===== src/rtl/tlcd_pkg.sv =====
package tlcd_pkg;

  // Configuration port.
  localparam int unsigned CFG_IDX_W  = 2;
  localparam int unsigned CFG_DATA_W = 8;

  // Register indexes.
  localparam logic [CFG_IDX_W-1:0] REG_END_BYTE   = 2'd0;
  localparam logic [CFG_IDX_W-1:0] REG_SECOND_ROW = 2'd1;

  // Register reset values.
  localparam logic [7:0] END_BYTE_RESET   = 8'h0A;
  localparam logic [6:0] SECOND_ROW_RESET = 7'h40;

  // Display commands.
  localparam logic [7:0] CMD_CLEAR    = 8'h01;
  localparam logic [7:0] CMD_SET_ADDR = 8'h80;

  // Number of display jobs the queue between front and back can hold.
  localparam int unsigned QUEUE_DEPTH = 2;

  // One bus write toward the display.
  typedef struct packed {
    logic       is_data;
    logic [7:0] bus_byte;
    logic       last;
  } tlcd_write_t;

endpackage


===== src/rtl/text_line_to_char_lcd_writer.sv =====
// Channel   Direction  Handshake                Payload
// input     in         in_valid_i / in_stall_o  rx_byte_i
// output    out        out_valid_o / out_stall_i is_data_o, bus_byte_o, last_o
// config    in         cfg_we_i                 cfg_index_i, cfg_data_i
//
// An ordinary byte is written to the line store, or dropped with the fill count
// restarted when the store is full. The end byte starts a run of 3 writes plus
// the smaller of 2*ROW_CHARS and BUFFER_DEPTH-1 characters at most (34 with the
// defaults), one per cycle while out_stall_i is low, apart from queue, pop and
// row-switch steps; the run sequencer and two-port line store set that pace.
// Input is stalled from the end byte until the run's last write is registered.
// Reset clears the fill count, the queue, the sequencer and the registers to
// their defaults; the line store is not cleared.
module text_line_to_char_lcd_writer #(
  parameter int unsigned BUFFER_DEPTH = 32,
  parameter int unsigned ROW_CHARS    = 16
) (
  input  logic                             clk_i,
  input  logic                             rst_ni,
  input  logic                             in_valid_i,
  output logic                             in_stall_o,
  input  logic [7:0]                       rx_byte_i,
  output logic                             out_valid_o,
  input  logic                             out_stall_i,
  output logic                             is_data_o,
  output logic [7:0]                       bus_byte_o,
  output logic                             last_o,
  input  logic                             cfg_we_i,
  input  logic [tlcd_pkg::CFG_IDX_W-1:0]   cfg_index_i,
  input  logic [tlcd_pkg::CFG_DATA_W-1:0]  cfg_data_i
);

  localparam int unsigned AW = $clog2(BUFFER_DEPTH);

  logic [7:0]            end_byte_q;
  logic [6:0]            second_row_q;
  logic                  ram_we;
  logic [AW-1:0]         ram_waddr;
  logic [7:0]            ram_wdata;
  logic [AW-1:0]         raddr0;
  logic [AW-1:0]         raddr1;
  logic [7:0]            rdata0;
  logic [7:0]            rdata1;
  logic                  job_push;
  logic [AW-1:0]         job_fill_in;
  logic [AW-1:0]         job_fill_out;
  logic                  job_full;
  logic                  job_empty;
  logic                  job_pop;
  logic                  back_busy;
  logic                  hold;
  tlcd_pkg::tlcd_write_t out_write;

  // Configuration registers; writes to unknown indexes are ignored.
  always_ff @(posedge clk_i or negedge rst_ni) begin
    if (!rst_ni) begin
      end_byte_q   <= tlcd_pkg::END_BYTE_RESET;
      second_row_q <= tlcd_pkg::SECOND_ROW_RESET;
    end else if (cfg_we_i) begin
      case (cfg_index_i)
        tlcd_pkg::REG_END_BYTE:   end_byte_q   <= cfg_data_i;
        tlcd_pkg::REG_SECOND_ROW: second_row_q <= cfg_data_i[6:0];
        default: ;
      endcase
    end
  end

  // Hold off new bytes while a display job is queued or running.
  assign hold = job_full || !job_empty || back_busy;

  tlcd_front #(
    .BUFFER_DEPTH(BUFFER_DEPTH)
  ) u_front (
    .clk_i       (clk_i),
    .rst_ni      (rst_ni),
    .in_valid_i  (in_valid_i),
    .in_stall_o  (in_stall_o),
    .rx_byte_i   (rx_byte_i),
    .end_byte_i  (end_byte_q),
    .hold_i      (hold),
    .ram_we_o    (ram_we),
    .ram_waddr_o (ram_waddr),
    .ram_wdata_o (ram_wdata),
    .job_push_o  (job_push),
    .job_fill_o  (job_fill_in)
  );

  tlcd_line_ram #(
    .DEPTH(BUFFER_DEPTH)
  ) u_ram (
    .clk_i    (clk_i),
    .we_i     (ram_we),
    .waddr_i  (ram_waddr),
    .wdata_i  (ram_wdata),
    .raddr0_i (raddr0),
    .raddr1_i (raddr1),
    .rdata0_o (rdata0),
    .rdata1_o (rdata1)
  );

  tlcd_job_fifo #(
    .WIDTH(AW)
  ) u_queue (
    .clk_i   (clk_i),
    .rst_ni  (rst_ni),
    .push_i  (job_push),
    .data_i  (job_fill_in),
    .full_o  (job_full),
    .pop_i   (job_pop),
    .empty_o (job_empty),
    .data_o  (job_fill_out)
  );

  tlcd_back #(
    .BUFFER_DEPTH(BUFFER_DEPTH),
    .ROW_CHARS   (ROW_CHARS)
  ) u_back (
    .clk_i        (clk_i),
    .rst_ni       (rst_ni),
    .job_valid_i  (!job_empty),
    .job_fill_i   (job_fill_out),
    .job_pop_o    (job_pop),
    .second_row_i (second_row_q),
    .raddr0_o     (raddr0),
    .raddr1_o     (raddr1),
    .rdata0_i     (rdata0),
    .rdata1_i     (rdata1),
    .busy_o       (back_busy),
    .out_valid_o  (out_valid_o),
    .out_stall_i  (out_stall_i),
    .out_o        (out_write)
  );

  assign is_data_o  = out_write.is_data;
  assign bus_byte_o = out_write.bus_byte;
  assign last_o     = out_write.last;

endmodule


===== src/rtl/tlcd_line_ram.sv =====
module tlcd_line_ram #(
  parameter int unsigned DEPTH = 32
) (
  input  logic                     clk_i,
  input  logic                     we_i,
  input  logic [$clog2(DEPTH)-1:0] waddr_i,
  input  logic [7:0]               wdata_i,
  input  logic [$clog2(DEPTH)-1:0] raddr0_i,
  input  logic [$clog2(DEPTH)-1:0] raddr1_i,
  output logic [7:0]               rdata0_o,
  output logic [7:0]               rdata1_o
);

  localparam int unsigned AW      = $clog2(DEPTH);
  localparam int unsigned ENTRIES = 2 ** AW;

  logic [7:0] mem_q [ENTRIES];
  logic [7:0] rdata0_q;
  logic [7:0] rdata1_q;

  // One write port, two registered read ports.
  always_ff @(posedge clk_i) begin
    if (we_i) begin
      mem_q[waddr_i] <= wdata_i;
    end
    rdata0_q <= mem_q[raddr0_i];
    rdata1_q <= mem_q[raddr1_i];
  end

  assign rdata0_o = rdata0_q;
  assign rdata1_o = rdata1_q;

endmodule


===== src/rtl/tlcd_front.sv =====
module tlcd_front #(
  parameter int unsigned BUFFER_DEPTH = 32
) (
  input  logic                            clk_i,
  input  logic                            rst_ni,
  input  logic                            in_valid_i,
  output logic                            in_stall_o,
  input  logic [7:0]                      rx_byte_i,
  input  logic [7:0]                      end_byte_i,
  input  logic                            hold_i,
  output logic                            ram_we_o,
  output logic [$clog2(BUFFER_DEPTH)-1:0] ram_waddr_o,
  output logic [7:0]                      ram_wdata_o,
  output logic                            job_push_o,
  output logic [$clog2(BUFFER_DEPTH)-1:0] job_fill_o
);

  localparam int unsigned AW = $clog2(BUFFER_DEPTH);
  localparam logic [AW-1:0] FILL_LAST = AW'(BUFFER_DEPTH - 1);

  logic [AW-1:0] fill_q;
  logic [AW-1:0] fill_d;
  logic          accept;
  logic          is_end;

  // The line store must not change while a display run reads it.
  assign in_stall_o = hold_i;
  assign accept     = in_valid_i && !in_stall_o;
  assign is_end     = (rx_byte_i == end_byte_i);

  // Classify the byte: store it, drop it on overflow, or hand off a display job.
  always_comb begin
    fill_d     = fill_q;
    ram_we_o   = 1'b0;
    job_push_o = 1'b0;
    if (accept) begin
      if (is_end) begin
        job_push_o = 1'b1;
        fill_d     = '0;
      end else if (fill_q < FILL_LAST) begin
        ram_we_o = 1'b1;
        fill_d   = fill_q + 1'b1;
      end else begin
        fill_d = '0;
      end
    end
  end

  assign ram_waddr_o = fill_q;
  assign ram_wdata_o = rx_byte_i;
  assign job_fill_o  = fill_q;

  always_ff @(posedge clk_i or negedge rst_ni) begin
    if (!rst_ni) begin
      fill_q <= '0;
    end else begin
      fill_q <= fill_d;
    end
  end

endmodule


===== src/rtl/tlcd_job_fifo.sv =====
module tlcd_job_fifo #(
  parameter int unsigned WIDTH = 5
) (
  input  logic             clk_i,
  input  logic             rst_ni,
  input  logic             push_i,
  input  logic [WIDTH-1:0] data_i,
  output logic             full_o,
  input  logic             pop_i,
  output logic             empty_o,
  output logic [WIDTH-1:0] data_o
);

  localparam int unsigned PTR_W = (tlcd_pkg::QUEUE_DEPTH > 1) ?
                                  $clog2(tlcd_pkg::QUEUE_DEPTH) : 1;
  localparam int unsigned CNT_W = $clog2(tlcd_pkg::QUEUE_DEPTH + 1);
  localparam logic [PTR_W-1:0] PTR_LAST = PTR_W'(tlcd_pkg::QUEUE_DEPTH - 1);
  localparam logic [CNT_W-1:0] CNT_FULL = CNT_W'(tlcd_pkg::QUEUE_DEPTH);

  logic [WIDTH-1:0] slot_q [tlcd_pkg::QUEUE_DEPTH];
  logic [PTR_W-1:0] wr_ptr_q;
  logic [PTR_W-1:0] rd_ptr_q;
  logic [CNT_W-1:0] count_q;
  logic             do_push;
  logic             do_pop;

  assign full_o  = (count_q == CNT_FULL);
  assign empty_o = (count_q == '0);
  assign data_o  = slot_q[rd_ptr_q];
  assign do_push = push_i && !full_o;
  assign do_pop  = pop_i && !empty_o;

  // Job storage.
  always_ff @(posedge clk_i) begin
    if (do_push) begin
      slot_q[wr_ptr_q] <= data_i;
    end
  end

  // Pointers and occupancy.
  always_ff @(posedge clk_i or negedge rst_ni) begin
    if (!rst_ni) begin
      wr_ptr_q <= '0;
      rd_ptr_q <= '0;
      count_q  <= '0;
    end else begin
      if (do_push) begin
        wr_ptr_q <= (wr_ptr_q == PTR_LAST) ? '0 : wr_ptr_q + 1'b1;
      end
      if (do_pop) begin
        rd_ptr_q <= (rd_ptr_q == PTR_LAST) ? '0 : rd_ptr_q + 1'b1;
      end
      if (do_push && !do_pop) begin
        count_q <= count_q + 1'b1;
      end else if (do_pop && !do_push) begin
        count_q <= count_q - 1'b1;
      end
    end
  end

endmodule


===== src/rtl/tlcd_back.sv =====
module tlcd_back #(
  parameter int unsigned BUFFER_DEPTH = 32,
  parameter int unsigned ROW_CHARS    = 16
) (
  input  logic                            clk_i,
  input  logic                            rst_ni,
  input  logic                            job_valid_i,
  input  logic [$clog2(BUFFER_DEPTH)-1:0] job_fill_i,
  output logic                            job_pop_o,
  input  logic [6:0]                      second_row_i,
  output logic [$clog2(BUFFER_DEPTH)-1:0] raddr0_o,
  output logic [$clog2(BUFFER_DEPTH)-1:0] raddr1_o,
  input  logic [7:0]                      rdata0_i,
  input  logic [7:0]                      rdata1_i,
  output logic                            busy_o,
  output logic                            out_valid_o,
  input  logic                            out_stall_i,
  output tlcd_pkg::tlcd_write_t           out_o
);

  localparam int unsigned AW = $clog2(BUFFER_DEPTH);
  // Position counter reaches one past the end of the bottom row, plus lookahead.
  localparam int unsigned PW = $clog2(2 * ROW_CHARS + 2);
  localparam int unsigned CW = (PW > AW) ? PW : AW;
  localparam logic [PW-1:0] ROW_END  = PW'(ROW_CHARS);
  localparam logic [PW-1:0] LINE_END = PW'(2 * ROW_CHARS);

  typedef enum logic [2:0] {
    S_IDLE,
    S_CLEAR,
    S_TOP_ADDR,
    S_TOP_ROW,
    S_BOT_ADDR,
    S_BOT_ROW
  } state_e;

  state_e                state_q, state_d;
  logic [PW-1:0]         pos_q, pos_d;
  logic [AW-1:0]         fill_q, fill_d;
  logic                  out_valid_q, out_valid_d;
  tlcd_pkg::tlcd_write_t out_q, out_d;

  logic [PW-1:0] pos_next;
  logic [PW-1:0] pos_d_next;
  logic [CW-1:0] fill_ext;
  logic          cur_in;
  logic          nxt_in;
  logic          top_ok;
  logic          bot_ok;
  logic          nxt_bot_ok;
  logic          load;

  // Character checks for the current position and the one after it.
  assign pos_next   = pos_q + 1'b1;
  assign fill_ext   = CW'(fill_q);
  assign cur_in     = CW'(pos_q) < fill_ext;
  assign nxt_in     = CW'(pos_next) < fill_ext;
  assign top_ok     = cur_in && (pos_q < ROW_END) && (rdata0_i != '0);
  assign bot_ok     = cur_in && (pos_q < LINE_END) && (rdata0_i != '0);
  assign nxt_bot_ok = nxt_in && (pos_next < LINE_END) && (rdata1_i != '0);

  // The output register can take a new write when empty or being drained.
  assign load = !out_valid_q || !out_stall_i;

  // Sequencer for one display run.
  always_comb begin
    state_d   = state_q;
    pos_d     = pos_q;
    fill_d    = fill_q;
    out_d     = out_q;
    job_pop_o = 1'b0;
    out_valid_d = out_valid_q && out_stall_i;
    case (state_q)
      S_IDLE: begin
        pos_d = '0;
        if (job_valid_i) begin
          job_pop_o = 1'b1;
          fill_d    = job_fill_i;
          state_d   = S_CLEAR;
        end
      end
      S_CLEAR: begin
        if (load) begin
          out_valid_d = 1'b1;
          out_d       = '{is_data: 1'b0, bus_byte: tlcd_pkg::CMD_CLEAR, last: 1'b0};
          state_d     = S_TOP_ADDR;
        end
      end
      S_TOP_ADDR: begin
        if (load) begin
          out_valid_d = 1'b1;
          out_d       = '{is_data: 1'b0, bus_byte: tlcd_pkg::CMD_SET_ADDR, last: 1'b0};
          state_d     = S_TOP_ROW;
        end
      end
      S_TOP_ROW: begin
        if (top_ok) begin
          if (load) begin
            out_valid_d = 1'b1;
            out_d       = '{is_data: 1'b1, bus_byte: rdata0_i, last: 1'b0};
            pos_d       = pos_next;
          end
        end else begin
          // Move the read position to the bottom row before its address write.
          pos_d   = ROW_END;
          state_d = S_BOT_ADDR;
        end
      end
      S_BOT_ADDR: begin
        if (load) begin
          out_valid_d = 1'b1;
          out_d       = '{is_data:  1'b0,
                          bus_byte: tlcd_pkg::CMD_SET_ADDR | {1'b0, second_row_i},
                          last:     !bot_ok};
          state_d     = bot_ok ? S_BOT_ROW : S_IDLE;
        end
      end
      S_BOT_ROW: begin
        if (load) begin
          out_valid_d = 1'b1;
          out_d       = '{is_data: 1'b1, bus_byte: rdata0_i, last: !nxt_bot_ok};
          pos_d       = pos_next;
          if (!nxt_bot_ok) begin
            state_d = S_IDLE;
          end
        end
      end
      default: begin
        state_d = S_IDLE;
      end
    endcase
  end

  // Read addresses follow the next position so the data lines up with pos_q.
  assign pos_d_next = pos_d + 1'b1;
  assign raddr0_o   = AW'(pos_d);
  assign raddr1_o   = AW'(pos_d_next);

  assign busy_o      = (state_q != S_IDLE);
  assign out_valid_o = out_valid_q;
  assign out_o       = out_q;

  always_ff @(posedge clk_i or negedge rst_ni) begin
    if (!rst_ni) begin
      state_q     <= S_IDLE;
      pos_q       <= '0;
      fill_q      <= '0;
      out_valid_q <= 1'b0;
      out_q       <= '0;
    end else begin
      state_q     <= state_d;
      pos_q       <= pos_d;
      fill_q      <= fill_d;
      out_valid_q <= out_valid_d;
      out_q       <= out_d;
    end
  end

endmodule


===== config.mk =====
export PLATFORM = sky130hd
export DESIGN_NAME = text_line_to_char_lcd_writer
export DESIGN_NICKNAME = d
export VERILOG_FILES = /design/src/rtl/tlcd_pkg.sv /design/src/rtl/text_line_to_char_lcd_writer.sv /design/src/rtl/tlcd_line_ram.sv /design/src/rtl/tlcd_front.sv /design/src/rtl/tlcd_job_fifo.sv /design/src/rtl/tlcd_back.sv
export SDC_FILE = /design/constraint.sdc
export NUM_CORES = 1
export LEC_CHECK = 0
export BUFFER_PORTS_ARGS = -buffer_cell sky130_fd_sc_hd__buf_2
export CORE_MARGIN = 2
export CORE_UTILIZATION = 50
export CTS_CLUSTER_SIZE = 8
export DETAILED_ROUTE_END_ITERATION = 8
export GPL_ROUTABILITY_DRIVEN = 0
export PLACE_DENSITY = 0.66
export SETUP_SLACK_MARGIN = 0.2
export SLEW_MARGIN = 0
export SYNTH_ARGS = -nofsm -noshare
export SYNTH_HDL_FRONTEND = slang
export SYNTH_HIERARCHICAL = 1
export SYNTH_SLANG_ARGS = --single-unit

===== constraint.sdc =====
create_clock -name clk_i -period 4.8 [get_ports clk_i]
set_clock_uncertainty 0.15 [all_clocks]
set_input_delay 0.24 -clock clk_i [delete_from_list [all_inputs] [get_ports clk_i]]
set_output_delay 0.24 -clock clk_i [all_outputs]
set_load 0.01 [all_outputs]

; ---- After elaboration in Yosys (flattened, before gate mapping)
; Memory sizes are Yosys's and may differ from the RTL's. A register that Yosys moved wholly into a read port is not among the register bits.
; Index checks and enable logic that the tools add are counted.
[word_totals]
ff_bits = 44
ramBits = 266
input_bits = 23
out_inout_bits = 12
mem_count = 2
[op_classes]
addsub = 7
magnitude_cmp = 6
eq_ne = 17
n_mux = 39
bitwise_logic = 1
reduce_logical = 39
[memory_table]
columns = memory, words, width, read_ports, rd_clocked_by_memory_dff, wr, line_no
row1 = u_ram.mem_q, 32, 8, 2, 2, 1, tlcd_line_ram.sv:17  ; logic [7:0] mem_q [ENTRIES];
row2 = u_queue.slot_q, 2, 5, 1, 1, 1, tlcd_job_fifo.sv:20  ; logic [WIDTH-1:0] slot_q [tlcd_pkg::QUEUE_DEPTH];
[ops]
columns = cell, count
row1 = 2-to-1 mux 10 bit, 6
row2 = case mux 10 bit (5 select lines), 1
row3 = 2-to-1 mux 3 bit, 8
row4 = case mux 3 bit (6 select lines), 1
row5 = case mux 6 bit (3 select lines), 1
row6 = nonzero test 8 bit, 2
row7 = 2-to-1 mux 1 bit, 15
row8 = AND reduction 7 bit, 2
row9 = logical AND 1 bit, 12
row10 = < comparator 6 x 5 -> 1 bit, 2
row11 = < comparator 6 bit (second input constant), 2
row12 = 2-to-1 mux 6 bit, 2
row13 = inequality test 2 x 1 -> 1 bit (second input constant), 6
row14 = adder 5 x 1 -> 5 bit (second input constant), 2
row15 = logical NOT 1 bit, 10
row16 = 2-to-1 mux 5 bit, 2
row17 = == test 8 bit, 1
row18 = adder 6 x 1 -> 6 bit (second input constant), 1
row19 = == test 3 x 2 -> 1 bit (second input constant), 2
row20 = == test 3 bit (second input constant), 2
row21 = < comparator 6 x 5 -> 1 bit (second input constant), 1
row22 = inequality test 2 bit (second input constant), 3
row23 = AND reduction 2 bit, 3
row24 = < comparator 5 bit (second input constant), 1
row25 = 16 further kinds, 21

; ---- Depth between registers and ports, before layout
; Gate-level depths: netlist (run 1).
[logic_depth]
word_depth = 12
ltp_mapped = 14
ltp_nobuf = 12

; ---- Modules after synthesis
; Netlist (run 1), hierarchy kept.
[by_module_without_submodules]
columns = mod, n_inst, cells_per_inst, area_per_inst_um2, seq_area_each_um2
row1 = tlcd_line_ram, 1, 532, 12208.0, 8007.7
row2 = tlcd_back, 1, 202, 1834.3, 625.6
row3 = text_line_to_char_lcd_writer, 1, 34, 588.1, 379.1
row4 = tlcd_job_fifo, 1, 35, 560.5, 400.4
row5 = tlcd_front, 1, 58, 489.2, 125.1

; ---- Worst setup path after synthesis (run 1)
; No wires, ideal clock.
[synth_path]
path_type = register to register
startpoint = reg u_back.pos_q[3]
endpoint = reg u_ram.rdata1_q[0] (netlist: u_ram/rdata1_o[0]) (read register of u_ram.mem_q)
setup_ps = 121
arrival_ps = 3823
required_ps = 4529
slack_ps = 706
stages_incl_launch_ff = 14
cell_sequence = dfrtp_1 > ha_1 > a21o_1 > a211oi_4 > o21a_1 > a41oi_1 > nor2b_1 > ha_1 > xor2_1 > clkbuf_1 > buf_1 > mux4_2 > mux4_2 > mux2_2
[synth_via]
elab_chain_len = 6
elab_cells_between_ends = 9
classes_between = 2 x add/sub / 2 x order compare / 3 x mux / 2 x reduce/logical
[synth_lines]
columns = element, line_no
row1 = "start, declared", tlcd_back.sv:38  ; logic [PW-1:0] pos_q, pos_d;
row2 = "start signal, assigned", tlcd_back.sv:152  ; pos_q <= pos_d;
row3 = < comparator 6 x 5 -> 1 bit (on tied branches), "tlcd_back.sv:56, tlcd_back.sv:58"
row4 = logical AND 1 bit * (2 in a row), tlcd_back.sv:58  ; assign top_ok = cur_in && (pos_q < ROW_END) && (rdata0_i != '0);
row5 = 2-to-1 mux 6 bit *, tlcd_back.sv:97  ; if (top_ok) begin
row6 = case mux 6 bit (3 select lines) *, tlcd_back.sv:73  ; case (state_q)
row7 = net u_back.pos_d[0], tlcd_back.sv:38
row8 = adder 5 x 1 -> 5 bit *, tlcd_back.sv:135  ; assign pos_d_next = pos_d + 1'b1;
row9 = net raddr1[2], text_line_to_char_lcd_writer.sv:41  ; logic [AW-1:0] raddr1;
row10 = "end, declared", tlcd_line_ram.sv:19  ; logic [7:0] rdata1_q;
; The timed path passes the listed nets; every way through them passes the cells marked *.
; A chain may end at the register's enable or synchronous reset.

; ---- Worst setup path in the final report (run 1)
[layout_path]
startpoint = reg u_back.pos_q[3]
endpoint = reg u_ram.rdata0_q[0] (netlist: u_ram/rdata0_o[0]) (read register of u_ram.mem_q)
[layout_via]
elab_chain_len = 5
elab_cells_between_ends = 8
classes_between = 1 x add/sub / 2 x order compare / 3 x mux / 2 x reduce/logical
[layout_lines]
columns = element, line_no
row1 = < comparator 6 x 5 -> 1 bit (on tied branches), "tlcd_back.sv:56, tlcd_back.sv:58"
row2 = logical AND 1 bit * (2 in a row), tlcd_back.sv:58
row3 = 2-to-1 mux 6 bit *, tlcd_back.sv:97
row4 = case mux 6 bit (3 select lines) *, tlcd_back.sv:73
row5 = net raddr0[1], text_line_to_char_lcd_writer.sv:40  ; logic [AW-1:0] raddr0;
row6 = "end, declared", tlcd_line_ram.sv:18  ; logic [7:0] rdata0_q;
; Marks and branches as above.

==> metrics.csv, run 1 <==
metric;value;unit
Reg2Reg Capture Point;u_ram/rdata0_o[0];
hold path startpoint;cfg_we_i;
CTS Root Cell;clkbuf_16;
initial drt markers;659;
Synthesized Nets;896;
CTS Buffer Depth;3;
drc violations;0;
global-route wire length before repair;58000;um
Resized cells post-CTS;0;
fillers;2304;
post-DR vias/cell;6.32;
Vias;8678;
hpwl dp;24800;um
diodes inserted;0;
DRT Pass-1 Iters;7;
Hold Path End;second_row_q[4];
fmax;0.227;GHz
Worst-Margin Slew;1140;ps
synthesized area;15700;um2
Slew Limit Fails;0;
post-synthesis sequential area ratio;0.608;
register bit total from synthesis;331;
fin cells;1373;
Worst R2R Path Depth;10;
GR Overflow Total;0;
Synth Instances;861;
core area;30700;um2
Hold Path Stages;3;
starting density of the core;0.510;
pin count of the biggest net entering global routing;67;
Data required, critical path;5080;ps
Skew-Pair Late Insertion Delay;550;ps
TNS Setup;0;ps
Ys Warns;6;
Final min period;4410;ps
Cells after DPL;1271;
Hold Crit Class;input port to register;
vias in the first global route;9176;
max-capacitance violation count;0;
TritonCTS Sinks;331;
Power per Cell Area;770;nW/um2
post-route ant nets;0;
CP max FO;65;
die area;32800;um2
Startpoint Class;register;
CP arrival;4680;ps
H-tree depth;2;
period utilization;0.918;
Routed WL per cell;27.3;um
outcome;complete, no violations;
die height;181;um
antenna violations before repair;0;
Worst slew margin;0.243;
DIE WIDTH;181;um
CTS tree;yes;
Tot GR Track Use;0.239;
DRT Wirelength;37500;um
Area after DPL;16400;um2
Critical Path End Type;register;
EDFF count, synth;266;
I/O Pins;35;
CTS clk-pin slew, worst paths;50;ps
RSZ-0062 raised after global routing;false;
ys async rst share;0.148;
area delta synth->final;14.7;%
Mean Syn Cell Area;18.2;um2
final hold vios;0;
R2R Setup Slk;390;ps
NumNets Final;977;
Max VDD drop;1.05;mV
Final Instance Area;18000;um2
Leak Pwr;0.00601;uW
Setup Crit Path Kind;register to register;
# rows;64;
# setup viols final;0;
share of post-route cells with drive strength above 1;0.363;
Top FF cell, synth;edfxtp_1;
worst r2r src;u_back/pos_q[3];
post-synth cell types;69;
IO Port Bufs;34;
total CTS buffers;47;
Hold Slack;43.8;ps
[sequential cells by signal, indices dropped and copies added (netlist names)]
register            count
u_queue/wr_ptr_q        1
u_front/job_fill_o      5
u_ram/rdata0_o          8
u_back/out_valid_o      1
end_byte_q              8
u_queue/slot_q         10
u_queue/rd_ptr_q        1
u_ram/rdata1_o          8
u_back/state_q          3
u_ram/mem_q           256
u_back/out_o           10
u_back/pos_q            6
u_back/fill_q           5
second_row_q            7
u_queue/count_q         2
[final cells by class]
cell class                 instances  area (um2)  share of cell area
multi-input combinational        448        5740               0.319
tap                              396         495              0.0276
timing repair buffer             101         781              0.0434
clock inverter                     3        55.1             0.00306
sequential                       331        9540               0.530
clock buffer                      81        1330              0.0737
inverter                          13        48.8             0.00271
[kinds of logic (layout without fill, tap and decap cells)]
group,count (synthesis),after routing,share of synthesized area
xor gates and xnor gates,25,25,0.0140
AOI/OAI and AO/OA,70,70,0.0340
muxes,204,204,0.261
buffers and inverters,82,198,0.0293
DFF,331,331,0.608
and+or+nand+nor,137,137,0.0440
adders and majority gates,12,12,0.00958
[metrics by stage]
step	power [uW]	setup slack (ps)	util
CTS	14000	435	0.585
global placement	10800	511	0.534
global route	14600	238	0.585
detailed placement	10900	450	0.534
finish	13800	395	0.585
floorplan	9510	706	-
[what timing repair did]
item / 4_1_cts / 5_1_grt
buffers inserted: 0 / 0
hold endpoints to repair: 64 / 0
hold buffers: 18 / 0
[routing by layer]
layer  part of all wire  GRT usage  up-vias  wire length (um)
li1                   -          -     3684                 -
met1               0.40      0.328     4558             15100
met2               0.50      0.395      369             18600
met3              0.073     0.0435       67              2720
met4              0.029     0.0741        0              1100
met5                  0          0        -                 0
[report_power, final]
group / switching, uW / internal, uW
Clock: 1190 / 1860
Combinational: 3110 / 4070
Sequential: 261 / 3360
Total: 4550 / 9290
[placed cells by master (no fill, tap or decap), types with 3 or more instances in the layout]
master / Yosys / layout
nand3_1: 12 / 12
edfxtp_1: 266 / 266
or3b_2: 3 / 3
ha_1: 12 / 11
o22ai_1: 3 / 3
mux2i_1: 7 / 7
xor2_1: 6 / 5
o21ai_0: 16 / 16
mux4_2: 160 / 160
xnor2_1: 19 / 18
buf_12: 0 / 5
nand3b_1: 7 / 7
a21oi_1: 12 / 12
mux2_1: 4 / 4
dlygate4sd3_1: 0 / 18
buf_2: 7 / 34
dfstp_2: 3 / 3
clkbuf_16: 0 / 48
inv_1: 13 / 13
o21ai_1: 4 / 4
mux2_2: 33 / 33
buf_4: 34 / 44
dfxtp_1: 16 / 16
a22o_1: 7 / 7
nand2_1: 26 / 26
a21o_1: 3 / 3
dfrtp_1: 46 / 46
nor2_1: 53 / 52
nand2b_1: 7 / 7
clkbuf_1: 8 / 33
and3_1: 4 / 4
or3_1: 3 / 3
[how the worst max path moves through the flow]
stage / startpoint / endpoint / slack, ps
final: u_back/pos_q[3] / u_ram/rdata0_o[0] / 390
after global routing: u_back/pos_q[3] / u_ram/rdata0_o[0] / 240
after CTS: u_back/pos_q[3] / u_ram/rdata1_o[3] / 440
after global placement: u_back/pos_q[3] / u_ram/rdata0_o[0] / 510
after floorplan: u_back/pos_q[3] / u_ram/rdata1_o[0] / 710
after detailed placement: u_back/pos_q[3] / u_ram/rdata1_o[2] / 450
[cells in the mapped netlist, drive strengths merged, types with 3 or more instances]
cell type	number	area share
a211oi	3	0.0026
a21o	4	0.0020
a21oi	15	0.0060
a22o	7	0.0039
and3	4	0.0016
buf	61	0.024
clkbuf	8	0.0019
dfrtp	46	0.073
dfstp	3	0.0050
dfxtp	16	0.020
edfxtp	266	0.51
ha	12	0.0096
inv	13	0.0031
mux2	37	0.027
mux2i	7	0.0045
mux4	160	0.23
nand2	27	0.0066
nand2b	7	0.0028
nand3	12	0.0038
nand3b	8	0.0041
nor2	56	0.014
nor2b	3	0.0012
o21ai	20	0.0064
o22ai	3	0.0012
or3	3	0.0012
or3b	3	0.0017
xnor2	19	0.011
xor2	6	0.0034
[critical path: stages (launching register included)]
cell and delay, ps:
dfrtp_1 440, ha_1 350, a21o_1 200, a211oi_4 300, o21a_1 200, a41oi_1 310, nor2_4 240, buf_4 750
mux4_2 420, mux4_2 520, mux2_2 320
Note: power is estimated with default switching activity, not from simulation.
==> run 2: changes to the inputs <==
--- a/config.mk
+++ b/config.mk
@@ -6,11 +6,13 @@
 export NUM_CORES = 1
 export LEC_CHECK = 0
 export BUFFER_PORTS_ARGS = -buffer_cell sky130_fd_sc_hd__buf_2
+export CAP_MARGIN = 30
 export CORE_MARGIN = 2
 export CORE_UTILIZATION = 50
 export CTS_CLUSTER_SIZE = 8
 export DETAILED_ROUTE_END_ITERATION = 8
 export GPL_ROUTABILITY_DRIVEN = 0
+export MAX_ROUTING_LAYER = met4
 export PLACE_DENSITY = 0.66
 export SETUP_SLACK_MARGIN = 0.2
 export SLEW_MARGIN = 0
==> run 2 against run 1 <==
Final area shrank 0.24%. Cell count shrank 0.15%. Sequential cell count is the same. Count of clock-buffer cells in the layout shrank 1. Combinational power is essentially flat. Critical endpoint is now u_ram/rdata1_o[2]. Largest cell class unchanged. Clock power shrank 2%. Highest routed layer unchanged.
==> metrics.csv, run 2 (synthesis results as in run 1) <==
metric;value;unit;change
I/O Pins;35;;unchanged
DRT Wirelength;37600;um;+0.20%
die height;181;um;unchanged
NumNets Final;976;;-0.10%
diodes inserted;0;;unchanged
Hold Path End;end_byte_q[6];;
initial drt markers;871;;+32%
hpwl dp;24800;um;+0.26%
Worst R2R Path Depth;12;;+2
vias in the first global route;9152;;-0.26%
most frequent cells in the layout;edfxtp_1, mux4_2, nor2_1, clkbuf_16, dfrtp_1;;
fillers;2297;;-0.30%
Max VDD drop;1.07;mV;+2.0%
hold path startpoint;cfg_index_i[0];;
drc violations;0;;unchanged
max-capacitance violation count;0;;unchanged
DIE WIDTH;181;um;unchanged
Area after DPL;16400;um2;+0.12%
antenna violations before repair;0;;unchanged
post-route ant nets;0;;unchanged
outcome;complete, no violations;;
CP arrival;4660;ps;-20 ps
core area;30700;um2;unchanged
global-route wire length before repair;57700;um;-0.48%
TNS Setup;0;ps;unchanged
max FFs per register;256;;unchanged
Reg2Reg Capture Point;u_ram/rdata1_o[2];;
Slew Limit Fails;0;;unchanged
R2R Setup Slk;410;ps;+20 ps
Routed WL per cell;27.4;um;+0.34%
H-tree depth;2;;unchanged
period utilization;0.914;;-0.00370
Setup Crit Path Kind;register to register;;
crit-path cells;ha_1 > a21o_1 > a211oi_4 > o21a_1 > a41oi_1 > nor2b_4 > ha_4 > xor2_4 > buf_12 > mux4_2 > mux4_2 > mux2_2;;
Hold Path Stages;3;;unchanged
Hold Crit Class;input port to register;;
Skew-Pair Late Insertion Delay;550;ps;about the same
Final Instance Area;17900;um2;-0.24%
CP max FO;23;;-65%
Slowest-stage cell, CP;mux4_2;;
pin count of the biggest net entering global routing;67;;unchanged
Final min period;4390;ps;-17.8 ps
CTS Root Cell;clkbuf_16;;
post-DR vias/cell;6.43;;+1.7%
Critical Path End Type;register;;
max incr delay on CP;510;ps;-240 ps
Data required, critical path;5080;ps;about the same
fmax;0.228;GHz;+0.41%
Power per Cell Area;768;nW/um2;-0.20%
largest reg by FF count;u_ram/mem_q;;
# rows;64;;unchanged
RSZ-0062 raised after global routing;false;;
Leak Pwr;0.00599;uW;-0.35%
share of post-route cells with drive strength above 1;0.364;;+0.000745
CTS Buffer Depth;3;;unchanged
worst r2r src;u_back/pos_q[3];;
die area;32800;um2;unchanged
Worst slew margin;0.354;;+0.111
Tot GR Track Use;0.243;;+0.00413
CTS tree;yes;;
Resized cells post-CTS;0;;unchanged
Startpoint Class;register;;
GR Overflow Total;0;;unchanged
TritonCTS Sinks;331;;unchanged
final hold vios;0;;unchanged
total CTS buffers;47;;unchanged
# setup viols final;0;;unchanged
IO Port Bufs;34;;unchanged
Worst-Margin Slew;969;ps;-166 ps
CTS clk-pin slew, worst paths;50;ps;about the same
Top cell by count, worst path;mux4_2;;
DRT Pass-1 Iters;7;;unchanged
starting density of the core;0.510;;unchanged
Vias;8811;;+1.5%
most common cell after layout, fill and taps aside;edfxtp_1;;
Setup Buffers After CTS;0;;unchanged
area delta synth->final;14.4;%;
## run 2: cell types whose count changed in the layout (fill, tap and decap cells not counted)
cell / previous run / this run
clkinv_8: 0 / 2
dlygate4sd3_1: 18 / 16
buf_12: 5 / 6
clkbuf_16: 48 / 47
clkinv_16: 1 / 0
inv_16: 1 / 0
## run 2: report_power, final
| group | total [uW] | switching [uW] | leakage [uW] | internal, uW |
|---|---|---|---|---|
| Sequential | 3620 | 266 | 0.00313 | 3360 |
| Combinational | 7160 | 3100 | 0.00221 | 4070 |
| Clock | 3000 | 1180 | 0.000636 | 1820 |
## run 2: repair_timing
| action | CTS | global route |
|---|---|---|
| endpoints found under the setup margin | 0 | 0 |
| hold endpoints to repair | 67 | 0 |
| hold buffers | 16 | 0 |
## run 2: worst max-delay path: cells and delay by family (launching register included)
kind	cells	cell delay, ps
buffers and inverters	1	250
AND/OR/NAND/NOR	1	260
AO/OA/AOI/OAI	4	1020
multiplexers	3	1140
adder cells (fa/ha/maj)	2	540
XOR/XNOR	1	450
flip-flops	1	440
## run 2: how the worst max path moves through the flow
| stage | start | endpoint | slack, ps | cells after the start |
|---|---|---|---|---|
| after floorplan | u_back/pos_q[3] | u_ram/rdata1_o[0] | 710 | 13 |
| after global placement | u_back/pos_q[3] | u_ram/rdata0_o[0] | 510 | 10 |
| after detailed placement | u_back/pos_q[3] | u_ram/rdata1_o[2] | 420 | 12 |
| after CTS | u_back/pos_q[3] | u_ram/rdata1_o[2] | 410 | 12 |
| after global routing | u_back/pos_q[3] | u_ram/rdata1_o[3] | 260 | 12 |
| final | u_back/pos_q[3] | u_ram/rdata1_o[2] | 410 | 12 |
## run 2: area by class of cell
cell class	instances	area [um2]	area share
clock buffers	80	1300	0.0725
well taps	396	495	0.0276
repair buffers	100	781	0.0435
flip-flops and latches	331	9540	0.532
inverters	13	48.8	0.00272
multi-input cells	448	5740	0.320
clock inverters	3	37.5	0.00209
## run 2: routing by layer
layer	wire, um	part of all wire	up-vias	GRT usage
li1	-	-	3681	-
met1	15200	0.40	4658	0.327
met2	19100	0.51	409	0.400
met3	2610	0.070	63	0.0339
met4	731	0.019	0	0.0563
met5	0	0	-	-
## run 2: per-stage QoR
step	worst slack [ps]	std cells	utilization	power, uW	hold WS [ps]
after floorplan	706	861	-	9510	-206
after global placement	511	1271	0.534	10800	313
after detailed placement	418	1272	0.535	10900	-20.8
after CTS	412	1371	0.583	14000	12.6
after global routing	264	1371	0.583	14500	35.3
final	413	1371	0.583	13800	21.6
